<file path="config.mk">
export PLATFORM = sky130hd
export DESIGN_NAME = prat_fifo
export DESIGN_NICKNAME = d
export VERILOG_FILES = /design/src/rtl/prat_fifo.sv
export SDC_FILE = /design/constraint.sdc
export NUM_CORES = 1
export LEC_CHECK = 0
export ABC_CLOCK_PERIOD_IN_PS = 1600
export BUFFER_PORTS_ARGS = -buffer_cell sky130_fd_sc_hd__clkbuf_2
export CAP_MARGIN = 30
export CORE_UTILIZATION = 30
export CTS_CLUSTER_DIAMETER = 50
export DETAILED_ROUTE_END_ITERATION = 12
export SLEW_MARGIN = 20
export SYNTH_ARGS = -nofsm -noshare
export SYNTH_HDL_FRONTEND = slang
export SYNTH_SLANG_ARGS = --single-unit
export TNS_END_PERCENT = 50
</file>
<file path="constraint.sdc">
create_clock -name clk -period 1.6 [get_ports clk]
set_input_delay 0.16 -clock clk [delete_from_list [all_inputs] [get_ports clk]]
set_output_delay 0.16 -clock clk [all_outputs]
set_load 0.02 [all_outputs]
</file>
<file path="src/rtl/prat_fifo.sv">
module prat_fifo #(
  parameter int W = 8
) (
  input  logic         clk,
  input  logic         rst,
  input  logic         push,
  input  logic [W-1:0] wdata,
  output logic         full,
  input  logic         pop,
  output logic [W-1:0] rdata,
  output logic         empty
);

  logic [W-1:0] data [2];
  logic         wptr;
  logic         rptr;
  logic [1:0]   cnt;
  logic         do_push;
  logic         do_pop;

  assign full    = (cnt == 2'd2);
  assign empty   = (cnt == 2'd0);
  assign do_push = push && !full;
  assign do_pop  = pop && !empty;
  assign rdata   = data[rptr];

  always_ff @(posedge clk) begin
    if (rst) begin
      wptr <= 1'b0;
      rptr <= 1'b0;
      cnt  <= 2'd0;
    end else begin
      if (do_push) wptr <= !wptr;
      if (do_pop) rptr <= !rptr;
      if (do_push && !do_pop) cnt <= cnt + 2'd1;
      else if (do_pop && !do_push) cnt <= cnt - 2'd1;
    end
  end

  always_ff @(posedge clk) begin
    if (do_push) data[wptr] <= wdata;
  end

endmodule

</file>
* After elaboration in Yosys (flattened, before gate mapping)
Memory sizes are Yosys's and may differ from the RTL's. A register that Yosys moved wholly into a read port is not among the register bits.
Index checks and enable logic that the tools add are counted.
** Word-level totals
- Flip-flop bits (word level) :: 4
- Memory bits (writable) :: 16
- Logic and storage cells :: 25
- Memories :: 1
** Memories
- data :: words 2, bits a word 8, read ports 1, clocked after Yosys merged registers in 1, wr ports 1, line 14 : logic [W-1:0] data [2];
** Operators by class
- $add $sub $neg :: 2
- Eq/ne operators :: 1
- Muxes and demuxes :: 6
- Reductions and logical operators :: 12
** Operators with widths (number)
- logical NOT 1 bit :: 6
- logical AND 1 bit :: 4
- two-way mux 1 bit :: 4
- two-way mux 2 bit :: 2
- adder 2 x 1 -> 2 bit, second input constant :: 1
- equality test 2 bit, second input constant :: 1
- logical NOT 2 bit :: 1
- nonzero test 2 bit :: 1
- subtractor 2 x 1 -> 2 bit, second input constant :: 1

* Longest topological paths before layout
- Depth in word-level cells :: 7
- Gate-level depth with buffers :: 6
- Gate-level depth less buffers :: 6

* Least setup slack after synthesis
OpenSTA, ideal clock, no wires.
- Path type :: reg2reg
- From :: register cnt[1]
- To :: register cnt[1]
- Setup time :: 0.070 ns
- Arrival time :: 1.537 ns
- Required time :: 1.530 ns
- Path slack :: -0.006 ns
- Stages on the path, launching flop included :: 6
- Path buffers :: 0
- Clock period less this slack :: 1.606 ns
- Cell sequence :: dfxtp_1 > nor2b_2 > nor2_1 > ha_1 > or3_1 > a21oi_1
** On the way
- Cells in the longest elaborated chain, start to end :: 6
** RTL lines
- start: declaration :: line 17 : logic [1:0] cnt;
- start signal: assignment :: line 35 : if (do_push && !do_pop) cnt <= cnt + 2'd1;
- start signal: assignment :: line 36 : else if (do_pop && !do_push) cnt <= cnt - 2'd1;
- equality test 2 bit * :: line 21 : assign full = (cnt == 2'd2);
- via full :: line 8 : output logic full,
- logical NOT 1 bit * :: line 23 : assign do_push = push && !full;
- logical AND 1 bit * :: line 23
- via do_push :: line 18 : logic do_push;
- logical NOT 1 bit :: line 36
- logical AND 1 bit :: line 36
- nonzero test 2 bit (no line)
Mark *: on every way through the listed nets, which the timed path passes. The rest lies on a longest branch. The select of a mux whose other input is x is not followed.
A chain may end at the register's enable or synchronous reset.

* Worst setup path after layout
- From :: register cnt[1]
- To :: register cnt[1]
** On the way
- Cells in the longest elaborated chain, start to end :: 6
** RTL lines (line)
- equality test 2 bit * :: 21
- logical NOT 1 bit * :: 23
- logical AND 1 bit * :: 23
- via do_push :: 18
- logical NOT 1 bit :: 36
- logical AND 1 bit :: 36
- nonzero test 2 bit (no line)
Marks and branches as above.

==> metrics.txt <==
hold buffers post-CTS=0; post-synthesis average cell area=15.87 µm²; clock transition at the registers of the reported paths=110 ps; GR Overflow Total=0; CTS sink cnt=21; post-route ant nets=0; initial antenna violation count=0; max frequency=652.5 MHz; Mapped Area=793.3 µm²; Routability Congestion=0.5738; port buffer count=21; Final min period=1533 ps; final worst clock skew=2.859 ps; Ports=22; syn_nets=63; die area=2854 µm²; Post-Syn Instances=50; GRT Overall Usage=9.337%; final hold vios=0; slowest stage delay, CP=380 ps; setup violators final=0; Die H=53.42 µm; Netlist cell types=13; CTS tree=yes; CP max FO=5; vias in the first global route=435; Die W=53.42 µm; commonest non-fill, non-tap cell in the layout=clkbuf_2; critical path data required time=1820 ps; Syn-to-layout area delta=22.71%; reg2reg setup slack=70 ps; # rows=18; Worst-Skew Late Latency=290 ps; Worst Setup Start Kind=flip-flop; yosys warns=0; Hold Crit Class=primary input to flip-flop; DR vias/cell=4.381; Buf/Inv on CP=0; P per Cell Area=1578 nW/µm²; Final Util=39.29%; clk buf depth=2; CP arrival=1760 ps; critical path class=flip-flop to flip-flop; worst path cell trace=nor2b_4, nor2_1, ha_1, or3_1, a21oi_1; Yosys reg bits=21; Crit-path slowest cell=or3_1; RSZ-0062 raised after global routing=false; final WL=1224 µm; Pleak=0.3889 nW; status=finished, final reports clean; Slew HR=73.61%; H-tree depth=1; CTS root buffer=clkbuf_4; pin count of the biggest net entering global routing=12; max_cap viols=0; DRT Pass-1 Iters=3; Starting Density=32.02%; Final nets=89; period utilization=95.79%; total CTS buffers=3; Fin Setup TNS=0 ps; commonest non-fill, non-tap cells in the layout=21 x clkbuf_2, 16 x edfxtp_1, 8 x mux2_2; DRC=0; routed len/inst=11.66 µm; first-pass GRT wire length=1773 µm; detailed-route via count=460; worst slew pin tran=395.9 ps; Antenna Cells=0; Max rail drop VDD=834.0 µV; dpl hpwl=901.7 µm; First DRT Iteration DRCs=12; CP Capture Type=flip-flop; Final Slew Violations=0; register area share after synthesis=73.19%; Core Area=2477 µm²; layout cells sized above 1=49.33%; CP top delay family=simple AND/OR/NAND/NOR gates
per-stage QoR:
step / worst slack, ps / hold WS (ps) / cells / total power, W / area, µm²
final: 67.41 / 56.78 / 105 / 0.001536 / 973.4
after global routing: 0.8175 / 35.62 / 105 / 0.001635 / 973.4
after CTS: 8.407 / 45.11 / 105 / 0.001558 / 969.7
after detailed placement: 41.76 / 355.2 / 101 / 0.001314 / 943.4
after global placement: 127.3 / 353.8 / 101 / 0.001298 / 943.4
after floorplan: 80.83 / 229.1 / 50 / 0.001149 / 798.3
synth_stat cells:
cell type | count | area, µm²
edfxtp_1 | 16 | 480.5
mux2_2 | 8 | 90.09
dfxtp_1 | 5 | 100.1
nor2_1 | 5 | 18.77
o21ai_0 | 3 | 15.01
xor2_1 | 3 | 26.28
a21oi_1 | 2 | 10.01
inv_1 | 2 | 7.510
or3_1 | 2 | 12.51
and2_1 | 1 | 6.260
buf_2 | 1 | 5.000
ha_1 | 1 | 12.51
nor2b_2 | 1 | 8.760
kinds of logic after synthesis:
family          after synthesis  synth area share, %
flops                        21                73.19
simple gates                  9                5.837
mux                           8                11.36
compound gates                5                3.154
xor+xnor                      3                3.313
buf+inv                       3                1.577
fa+ha+maj                     1                1.577
final timing paths:
| path | from | end | depth (start not counted) |
|---|---|---|---|
| worst max-delay path | cnt[1] | cnt[1] | 5 |
| worst min-delay path | wdata[4] | data[1][4] | 1 |
| worst max register to register | cnt[1] | cnt[1] | 5 |
| worst min register to register | wptr | wptr | 2 |
sequential cells by signal, summed over array words and instances (netlist names), named ones only:
signal	count
cnt	2
data	16
rptr	1
wptr	1
area by class of cell:
class,instances,area [µm²]
clock buffers,4,26.28
inverters,2,7.507
repair buffers,22,112.6
well taps,30,37.54
flip-flops and latches,21,584.3
multi-input cells,26,205.2
fillers,262,1504
power breakdown:
| group | internal (W) | switching (W) | total [W] |
|---|---|---|---|
| sequential | 0.000703 | 0.0000767 | 0.000780 |
| clock | 0.0000967 | 0.000141 | 0.000238 |
| combinational | 0.000231 | 0.000287 | 0.000518 |
routing by layer:
metal  global-route usage [%]  part of all wire, %
met1                    10.14                   41
met2                    16.67                   53
met3                    2.586                  5.9
met4                    3.947                    0
met5                        0                    0
repair_timing:
action                                  CTS  global route
resized for setup                         0             3
setup buffers                             0             0
endpoints found under the setup margin    0             9
hold endpoints to repair                  0             0
Note: power is estimated with default switching activity, not from simulation.
