===== config.mk =====
export PLATFORM = sky130hd
export DESIGN_NAME = prat_front
export DESIGN_NICKNAME = d
export VERILOG_FILES = /design/src/rtl/prat_pkg.sv /design/src/rtl/prat_fifo.sv /design/src/rtl/prat_front.sv
export SDC_FILE = /design/constraint.sdc
export NUM_CORES = 1
export LEC_CHECK = 0
export BUFFER_PORTS_ARGS = -buffer_cell sky130_fd_sc_hd__buf_2
export CAP_MARGIN = 20
export CORE_MARGIN = 2
export CORE_UTILIZATION = 25
export CTS_CLUSTER_DIAMETER = 40
export DETAILED_ROUTE_END_ITERATION = 16
export GPL_ROUTABILITY_DRIVEN = 0
export SYNTH_ARGS = -nofsm -noshare
export SYNTH_HDL_FRONTEND = slang
export SYNTH_SLANG_ARGS = --single-unit

===== constraint.sdc =====
create_clock -name clk -period 8.6 [get_ports clk]
set_input_delay 1.72 -clock clk [delete_from_list [all_inputs] [get_ports clk]]
set_output_delay 1.72 -clock clk [all_outputs]
set_load 0.005 [all_outputs]

===== src/rtl/prat_pkg.sv =====
package prat_pkg;

  localparam int DEF_MAX_WIDTH  = 256;
  localparam int DEF_MAX_HEIGHT = 256;

  localparam int DIM_W      = 13;
  localparam int CFG_IDX_W  = 2;
  localparam int CFG_DATA_W = 9;
  localparam int QUO_W      = 8;
  localparam int SHIFT_W    = 3;
  localparam int NUM_W      = 40;
  localparam int DEN_W      = 34;

  localparam logic [CFG_IDX_W-1:0]  REG_FRAME_WIDTH  = 2'd0;
  localparam logic [CFG_IDX_W-1:0]  REG_FRAME_HEIGHT = 2'd1;
  localparam logic [CFG_DATA_W-1:0] FRAME_RESET      = 9'd256;

  typedef struct packed {
    logic [7:0]  pixel_x;
    logic [7:0]  pixel_y;
    logic [15:0] sample_red;
    logic [15:0] sample_green;
    logic [15:0] sample_blue;
  } sample_t;

  typedef struct packed {
    logic [7:0]  out_x;
    logic [7:0]  out_y;
    logic [7:0]  color_red;
    logic [7:0]  color_green;
    logic [7:0]  color_blue;
    logic [15:0] samples_so_far;
    logic        out_of_frame;
  } result_t;

  typedef struct packed {
    sample_t smp;
    logic    oof;
  } cmd_t;

  typedef struct packed {
    logic [31:0] sum_red;
    logic [31:0] sum_green;
    logic [31:0] sum_blue;
    logic [15:0] count;
  } entry_t;

  typedef struct packed {
    logic clearing;
  } back_status_t;

endpackage


===== src/rtl/prat_fifo.sv =====
module prat_fifo #(
  parameter int W = 8
) (
  input  logic         clk,
  input  logic         rst,
  input  logic         push,
  input  logic [W-1:0] wdata,
  output logic         full,
  input  logic         pop,
  output logic [W-1:0] rdata,
  output logic         empty
);

  logic [W-1:0] data [2];
  logic         wptr;
  logic         rptr;
  logic [1:0]   cnt;
  logic         do_push;
  logic         do_pop;

  assign full    = (cnt == 2'd2);
  assign empty   = (cnt == 2'd0);
  assign do_push = push && !full;
  assign do_pop  = pop && !empty;
  assign rdata   = data[rptr];

  always_ff @(posedge clk) begin
    if (rst) begin
      wptr <= 1'b0;
      rptr <= 1'b0;
      cnt  <= 2'd0;
    end else begin
      if (do_push) wptr <= !wptr;
      if (do_pop) rptr <= !rptr;
      if (do_push && !do_pop) cnt <= cnt + 2'd1;
      else if (do_pop && !do_push) cnt <= cnt - 2'd1;
    end
  end

  always_ff @(posedge clk) begin
    if (do_push) data[wptr] <= wdata;
  end

endmodule


===== src/rtl/prat_front.sv =====
module prat_front #(
  parameter int MAX_WIDTH  = prat_pkg::DEF_MAX_WIDTH,
  parameter int MAX_HEIGHT = prat_pkg::DEF_MAX_HEIGHT
) (
  input  logic                            clk,
  input  logic                            rst,
  input  logic                            push,
  input  prat_pkg::sample_t               sample,
  output logic                            full,
  input  logic                            cfg_valid,
  input  logic [prat_pkg::CFG_IDX_W-1:0]  cfg_index,
  input  logic [prat_pkg::CFG_DATA_W-1:0] cfg_data,
  input  prat_pkg::back_status_t          status,
  input  logic                            cmd_pop,
  output prat_pkg::cmd_t                  cmd,
  output logic                            cmd_empty
);

  localparam int DW = prat_pkg::DIM_W;

  logic [prat_pkg::CFG_DATA_W-1:0] frame_width;
  logic [prat_pkg::CFG_DATA_W-1:0] frame_height;
  logic [DW-1:0] w_lim;
  logic [DW-1:0] h_lim;
  logic          q_full;
  logic          cmd_push;
  prat_pkg::cmd_t cmd_in;
  logic [$bits(prat_pkg::cmd_t)-1:0] cmd_bits;

  always_ff @(posedge clk) begin
    if (rst) begin
      frame_width  <= prat_pkg::FRAME_RESET;
      frame_height <= prat_pkg::FRAME_RESET;
    end else if (cfg_valid) begin
      case (cfg_index)
        prat_pkg::REG_FRAME_WIDTH:  frame_width  <= cfg_data;
        prat_pkg::REG_FRAME_HEIGHT: frame_height <= cfg_data;
        default: ;
      endcase
    end
  end

  always_comb begin
    w_lim = (DW'(frame_width) > DW'(MAX_WIDTH)) ? DW'(MAX_WIDTH) : DW'(frame_width);
    h_lim = (DW'(frame_height) > DW'(MAX_HEIGHT)) ? DW'(MAX_HEIGHT) : DW'(frame_height);
    cmd_in.smp = sample;
    cmd_in.oof = (DW'(sample.pixel_x) >= w_lim) || (DW'(sample.pixel_y) >= h_lim);
  end

  // no items taken while the store is being cleared
  assign full     = q_full || status.clearing;
  assign cmd_push = push && !full;
  assign cmd      = prat_pkg::cmd_t'(cmd_bits);

  prat_fifo #(.W($bits(prat_pkg::cmd_t))) u_cmd_q (
    .clk   (clk),
    .rst   (rst),
    .push  (cmd_push),
    .wdata (cmd_in),
    .full  (q_full),
    .pop   (cmd_pop),
    .rdata (cmd_bits),
    .empty (cmd_empty)
  );

endmodule


# Word level (Yosys, flattened, before mapping)
# Memories as Yosys holds them, arrays and structs flattened. A register that Yosys moved wholly into a read port is not among the register bits.
# Index checks and enable logic that the tools add are counted.
totals:
  reg_bits: 22
  ram_bits: 130
  input_bits: 81
  wordCells: 41
  memories: 1
op_classes:
  add_sub_neg: 2
  n_lt_le_gt_ge: 4
  n_eq_ne: 2
  mux: 8
  n_reduce_logical: 19
mem_list:
  columns: ["memory", "words", "word_bits", "rd", "rd_ports_with_merged_regs", "write_ports", "line", "source"]
  rows:
  - ["u_cmd_q.data", 2, 65, 1, 1, 1, "prat_fifo.sv:14", "logic [W-1:0] data [2];"]
ops:
  columns: ["operator", "n"]
  rows:
  - ["greater-or-equal comparator 8 x 9 -> 1 bit", 2]
  - ["greater-than comparator 9 bit (second input constant)", 2]
  - ["two-way mux 9 bit", 2]
  - ["logical NOT 1 bit", 7]
  - ["logical AND 1 bit", 5]
  - ["logical NOT 2 bit", 2]
  - ["two-way mux 1 bit", 4]
  - ["two-way mux 2 bit", 2]
  - ["AND reduction 2 bit", 2]
  - ["adder 2 x 1 -> 2 bit (second input constant)", 1]
  - ["== test 2 x 1 -> 1 bit (second input constant)", 1]
  - ["== test 2 bit (second input constant)", 1]
  - ["logical OR 1 bit", 2]
  - ["nonzero test 2 bit", 1]
  - ["subtractor 2 x 1 -> 2 bit (second input constant)", 1]

# Longest topological paths before layout
# Gate-level depths: netlist of run 1.
logic_depth:
  depth_word: 9
  mapped_depth: 7
  depth_no_buf: 6

# Cells and area by module
# Synthesis of run 1 repeated with hierarchy kept, for this count alone.
hier_totals:
  hier_cells: 349
  area_unflattened_um2: 6023.3
modules_own_cells:
  columns: ["module", "instances", "cells_per_inst", "area_per_inst_um2", "seq_area_each_um2"]
  rows:
  - ["prat_fifo", 1, 227, 4901.0, 4003.8]
  - ["prat_front", 1, 122, 1122.3, 360.3]

# Least setup slack after synthesis of run 1
# Ideal clock, no wire load.
synth_path:
  kind: "input to register"
  start: "in status"
  end: "mem u_cmd_q.data[0][0] (netlist name) (enable)"
  t_arrival_ps: 6309
  required_ps: 8032
  path_slack_ps: 1722
  cell_stages: 3
  n_path_buf: 0
  path_cell_list: "a21oi_1 inv_1 nor3_1"
synth_between:
  elab_chain_len: 6
synth_lines:
  columns: ["item", "line", "source"]
  rows:
  - ["from (decl)", "prat_front.sv:13", "input prat_pkg::back_status_t status,"]
  - ["logical OR 1 bit", "prat_front.sv:51", "assign full = q_full || status.clearing;"]
  - ["via full", "prat_front.sv:9", "output logic full,"]
  - ["logical NOT 1 bit", "prat_front.sv:52", "assign cmd_push = push && !full;"]
  - ["logical AND 1 bit", "prat_front.sv:52", null]
  - ["logical AND 1 bit", "prat_fifo.sv:23", "assign do_push = push && !full;"]
  - ["two-way mux 1 bit", "prat_fifo.sv:41", "if (do_push) data[wptr] <= wdata;"]
  - ["two-way mux 1 bit (not written as such)", "prat_fifo.sv:41", null]
  - ["to (decl)", "prat_fifo.sv:14", null]
# The timed path passes the listed nets, and every way through them passes these cells.

# Final worst setup path of run 1
layout_path:
  start: "in status"
  end: "out full"
layout_between:
  elab_chain_len: 1
layout_lines:
  columns: ["item", "line"]
  rows:
  - ["logical OR 1 bit", "prat_front.sv:51"]
  - ["to (decl)", "prat_front.sv:9"]
# No other way between the ends.

==> results of run 1 <==
registers in the layout (all words and copies together), names as in the netlist, named ones only:
signal and count:
frame_width 9, u_cmd_q.wptr 1, u_cmd_q.cnt 2, frame_height 9, u_cmd_q.data 130, u_cmd_q.rptr 1
cells by family after synthesis:
family | after synthesis | synth area share
xor gates and xnor gates | 4 | 0.00584
and+or+nand+nor | 53 | 0.0463
muxes | 81 | 0.149
adders and majority gates | 17 | 0.0354
DFF | 153 | 0.727
AOI/OAI and AO/OA | 20 | 0.0223
buffers and inverters | 19 | 0.0142
critical path, delay by kind of cell:
| family | cells | cell delay, ns |
|---|---|---|
| buffers and inverters | 3 | 0.33 |
| AOI/OAI and AO/OA | 1 | 0.13 |
final cells by class:
class	instances	area, um2	area share
Multi-Input combinational cell	175	1560	0.204
Timing Repair Buffer	149	751	0.0982
Inverter	6	22.5	0.00295
Clock buffer	17	425	0.0556
Sequential cell	153	4370	0.571
Clock inverter	15	124	0.0162
Tap cell	319	399	0.0522
cells in the final DEF (no fill, tap or decap), drive strengths merged, types with 2 or more instances in the layout:
cell type  netlist  layout
mux2i           16      16
a211oi           2       2
clkbuf           4      17
xor2             3       3
buf              9     149
clkinv           0       5
ha              17      17
nor2            22      22
nand2            2       2
nor2b            5       5
inv              6      10
mux2            65      65
edfxtp         130     130
a21oi            8       8
dfxtp           23      23
a211o            2       2
o21ai            4       4
a21o             2       2
clkinvlp         0       5
nand2b          14      14
nand3            2       2
power groups by stage:
stage	sequential, W	clock [W]	combinational, W
2_1_floorplan	0.000910	0	0.000235
3_3_place_gp	0.000959	0	0.000338
3_5_place_dp	0.000965	0	0.000345
4_1_cts	0.000949	0.000728	0.000348
5_1_grt	0.000959	0.000752	0.000374
6_report	0.000944	0.000698	0.000341
final timing paths:
check                       end  slack, ns
min reg2reg     frame_height[0]       0.49
min             frame_height[0]       0.49
max                        full       4.71
max reg2reg  u_cmd_q.data[1][7]       6.48
stage by stage:
stage	cells	hold WS, ns	total power, W	utilization
2_1_floorplan	347	0.452	0.00114	-
3_3_place_gp	802	0.478	0.00130	0.301
3_5_place_dp	802	0.480	0.00131	0.301
4_1_cts	834	0.496	0.00203	0.325
5_1_grt	834	0.540	0.00209	0.325
6_report	834	0.492	0.00198	0.325
per-layer routing:
| metal | wire length (um) | GRT usage | part of all wire | vias to the layer above |
|---|---|---|---|---|
| met5 | 0 | 0 | 0 | - |
| met3 | 649 | 0.0362 | 0.051 | 8 |
| li1 | - | - | - | 1621 |
| met2 | 6230 | 0.175 | 0.49 | 100 |
| met4 | 127 | 0.0298 | 0.0099 | 0 |
| met1 | 5810 | 0.126 | 0.45 | 1697 |
==> results.json, run 1 <==
{
  "synthArstFlopShare": 0,
  "die_x_um": 159,
  "n_antenna_cell": 0,
  "finalWorstSetupSlack_ns": 4.71,
  "synth_edf_count": 130,
  "cp_slowest_stage_delay_ns": 0.13,
  "antenna_found_initial": 0,
  "relSlewSlack": 0.344,
  "clockPowerShare": 0.352,
  "placed_cell_area_mm2": 0.00710,
  "dp_hpwl_um": 8440,
  "critPathKind": "primary input to primary output",
  "setup_viol": 0,
  "row_count": 56,
  "ir_drop_mv": 0.151,
  "syn_area_mm2": 0.00600,
  "antenna_left": 0,
  "ys_seq_area_frac": 0.727,
  "cellPowerDensity_mw_per_mm2": 259,
  "wl_um": 12800,
  "cts_setup_buffers": 0,
  "hold_viol": 0,
  "route.detailed.drc": 0,
  "slowest_stage": "a21oi_1",
  "cts_num_sinks": 153,
  "combPwrFrac": 0.172,
  "internal_power_w": 0.00147,
  "skew_ns": 0.0121,
  "switchingPower_w": 0.000517,
  "die_y_um": 159,
  "synth_area_leader_cell": "edfxtp_1",
  "worst_hold_path_type": "flop to flop",
  "period_share": 0.453,
  "holdCritStartpoint": "frame_height[0]",
  "synthTopCellsByArea": "edfxtp_1, mux2_2, dfxtp_1, ha_1, mux2i_1",
  "dr_total_vias": 3426,
  "yosysWarningCount": 0,
  "cap_violations": 0,
  "cts-buffers-inserted": 17,
  "ios": 148,
  "crit_path_frequent_cell": "buf_2",
  "start_kind": "primary input",
  "ctsLongestPathBuffers": 2,
  "slew_viol_final": 0,
  "endpoint_kind": "primary output",
  "tightest_slew_ns": 0.984,
  "area.growth.synth_to_final_pct": 27.4,
  "grt_overflow": 0,
  "drtPass1Iterations": 4,
  "cts_resized": 0,
  "io_buffers": 147,
  "rsz0062_at_grt": "false",
  "grt_pass1_wl_um": 20400,
  "status": "completed",
  "drt_iter0_drc": 140,
  "cts_max_level": 4,
  "setup_tns_ns": 0,
  "synth_common_cells": "edfxtp_1, mux2_2, dfxtp_1",
  "cp.required_ns": 6.88,
  "p_leak_nw": 2.84,
  "cp_max_fo": 2,
  "die_area_mm2": 0.0253,
  "grt_pass1_vias": 3801,
  "path_clk_slew_ns": 0.06,
  "seq_power_share": 0.476,
  "nFillCells": 2372,
  "worstHoldPathCells": 2,
  "hold_buffers": 0,
  "syn_nets": 445,
  "finish.instance_area_mm2": 0.00765,
  "synth-seq-cells": 153,
  "synthFlopType": "edfxtp_1",
  "coreArea_mm2": 0.0235,
  "synth_most_common_cell": "edfxtp_1",
  "max_freq_mhz": 257,
  "worst_r2r_path_depth": 3,
  "drive_above_1_share": 0.482,
  "routed_via_density": 4.11,
  "dp_slack_ns": 4.71,
  "grtUsageTotal": 0.104,
  "cp_cell_sequence": "buf_2 > a21oi_1 > inv_1 > buf_2",
  "finalNetCount": 600,
  "initial_core_util": 0.255,
  "yosys.area.top_type_share": 0.651,
  "switching_share": 0.261,
  "synth.lib_cells_used.distinct": 33,
  "netlist_instances": 347,
  "crit_start": "status",
  "layout_min_cycle_time_ns": 3.89,
  "cts_root_buffer": "clkbuf_16",
  "wire_per_inst_um": 15.4,
  "cts_tree": "yes",
  "avgSynthCellArea_um2": 17.3,
  "clock_latency_ns": 0.41,
  "reg2reg_from": "u_cmd_q.cnt[0]",
  "grt_max_degree": 66,
  "worstPathArrival_ns": 2.17
}
(Power assumes the default switching activity.)
==> run 2, diff against run 1 <==
Settings changed: ABC_AREA set to 1.
Clock period 8.6 ns to 3.28 ns, I/O delays scaled along.
==> results.json, run 2 <==
{
  "dp_slack_ns": 0.875,
  "synth_common_cells": "edfxtp_1, mux2_4, nand2_1",
  "wl_um": 12900,
  "worst_hold_path_type": "primary input to flop",
  "dp_hpwl_um": 9110,
  "relSlewSlack": 0.573,
  "holdCritStartpoint": "sample[23]",
  "reg_top3": "u_cmd_q.data (130), frame_height (9), frame_width (9)",
  "syn_area_mm2": 0.00630,
  "routed_via_density": 3.96,
  "endpoint_kind": "primary output",
  "cts_resized": 0,
  "final_cell_mix": "buf_2, edfxtp_1, nand2_1, mux2_4, nor2_1",
  "yosys.area.top_type_share": 0.620,
  "area.growth.synth_to_final_pct": 27.7,
  "cp_slowest_stage_delay_ns": 0.61,
  "wire_per_inst_um": 14.0,
  "tightest_slew_ns": 0.639,
  "grt_max_degree": 46,
  "cp_cell_sequence": "buf_4 > mux2_2 > buf_2",
  "drtPass1Iterations": 5,
  "skew_ns": 0.0107,
  "yosysWarningCount": 0,
  "syn_nets": 512,
  "die_y_um": 163,
  "synth_area_leader_cell": "edfxtp_1",
  "placed_cell_area_mm2": 0.00746,
  "path_clk_slew_ns": 0.06,
  "netlist_instances": 414,
  "route.detailed.drc": 0,
  "cp_max_fo": 21,
  "setup_viol": 0,
  "finalWorstSetupSlack_ns": 0.669,
  "die_x_um": 163,
  "ir_drop_mv": 0.261,
  "n_antenna_cell": 0,
  "dr_total_vias": 3639,
  "rsz0062_at_grt": "false",
  "start_kind": "flop",
  "antenna_left": 0,
  "status": "completed",
  "avgSynthCellArea_um2": 15.2,
  "cts-buffers-inserted": 17,
  "cellPowerDensity_mw_per_mm2": 621,
  "period_share": 0.796,
  "final_common_cell": "buf_2",
  "synthFlopType": "edfxtp_1",
  "synth_edf_count": 130,
  "setup_tns_ns": 0,
  "cts_setup_buffers": 0,
  "worstPathArrival_ns": 1.95,
  "antenna_found_initial": 0,
  "cts_root_buffer": "clkbuf_16",
  "hold_buffers": 0,
  "regMostFlops": "u_cmd_q.data",
  "initial_core_util": 0.252,
  "synthTopCellsByArea": "edfxtp_1, mux2_4, dfxtp_1, ha_1, nand2_1",
  "hold_viol": 0,
  "io_buffers": 147,
  "grtUsageTotal": 0.0979,
  "grt_pass1_vias": 3562,
  "cap_violations": 0,
  "ios": 148,
  "drt_iter0_drc": 182,
  "slew_viol_final": 0,
  "cts_max_level": 4,
  "cts_num_sinks": 153,
  "coreArea_mm2": 0.0250,
  "layout_min_cycle_time_ns": 2.61,
  "slowest_stage": "dfxtp_4",
  "reg2reg_from": "u_cmd_q.cnt[0]",
  "grt_overflow": 0,
  "die_area_mm2": 0.0265,
  "finish.instance_area_mm2": 0.00805,
  "synth.lib_cells_used.distinct": 22,
  "ctsLongestPathBuffers": 2,
  "drive_above_1_share": 0.431,
  "synthArstFlopShare": 0,
  "ys_seq_area_frac": 0.693,
  "p_leak_nw": 3.21,
  "cts_tree": "yes",
  "row_count": 58,
  "critPathKind": "flop to primary output",
  "grt_pass1_wl_um": 19100,
  "cp.required_ns": 2.62,
  "synth-seq-cells": 153,
  "clock_latency_ns": 0.42,
  "finalNetCount": 674,
  "max_freq_mhz": 383,
  "largest_reg_flops": 130,
  "synth_most_common_cell": "edfxtp_1"
}
## run 2: cells by family after synthesis
group | after synthesis | share of synthesized area
flops | 153 | 0.693
simple gates | 101 | 0.0641
mux | 65 | 0.146
buf+inv | 42 | 0.0330
compound gates | 36 | 0.0304
fa+ha+maj | 17 | 0.0338
## run 2: per-stage QoR
stage / util / power, W / std cells / hold slack, ns
2_1_floorplan: - / 0.00282 / 414 / 0.430
3_3_place_gp: 0.299 / 0.00310 / 887 / 0.461
4_1_cts: 0.322 / 0.00509 / 919 / 0.398
3_5_place_dp: 0.299 / 0.00311 / 887 / 0.462
6_report: 0.322 / 0.00500 / 919 / 0.422
5_1_grt: 0.322 / 0.00522 / 919 / 0.397
## run 2: critical path, delay by kind of cell (launching register included)
family | cells | cell delay [ns]
buffers and inverters | 2 | 0.54
DFF | 1 | 0.61
muxes | 1 | 0.37
## run 2: worst paths after layout
check | slack [ns] | cells past startpoint | endpoint
worst max-delay path | 0.67 | 3 | cmd[13]
worst min-delay path | 0.42 | 1 | u_cmd_q.data[1][24]
worst max register to register | 1.18 | 5 | u_cmd_q.data[0][56]
worst min register to register | 0.48 | 2 | flop
## run 2: power by group
part	switching [W]	internal, W
logic	0.000331	0.000406
clock network	0.000764	0.00119
registers	0.0000692	0.00224
## run 2: final cells by class
| class | instances | area [um2] |
|---|---|---|
| clock buffers | 19 | 433 |
| clock inverters | 13 | 153 |
| flip-flops and latches | 153 | 4370 |
| inverters | 32 | 120 |
| fillers | 2504 | 16900 |
| repair buffers | 153 | 818 |
| multi-input cells | 219 | 1740 |
| well taps | 330 | 413 |
## run 2: routing by layer
metal	global-route usage	up-vias	routed length, um
met4	0.0451	0	262
met5	0	-	0
met1	0.119	1724	5780
li1	-	1800	-
met3	0.0285	20	622
met2	0.160	95	6210
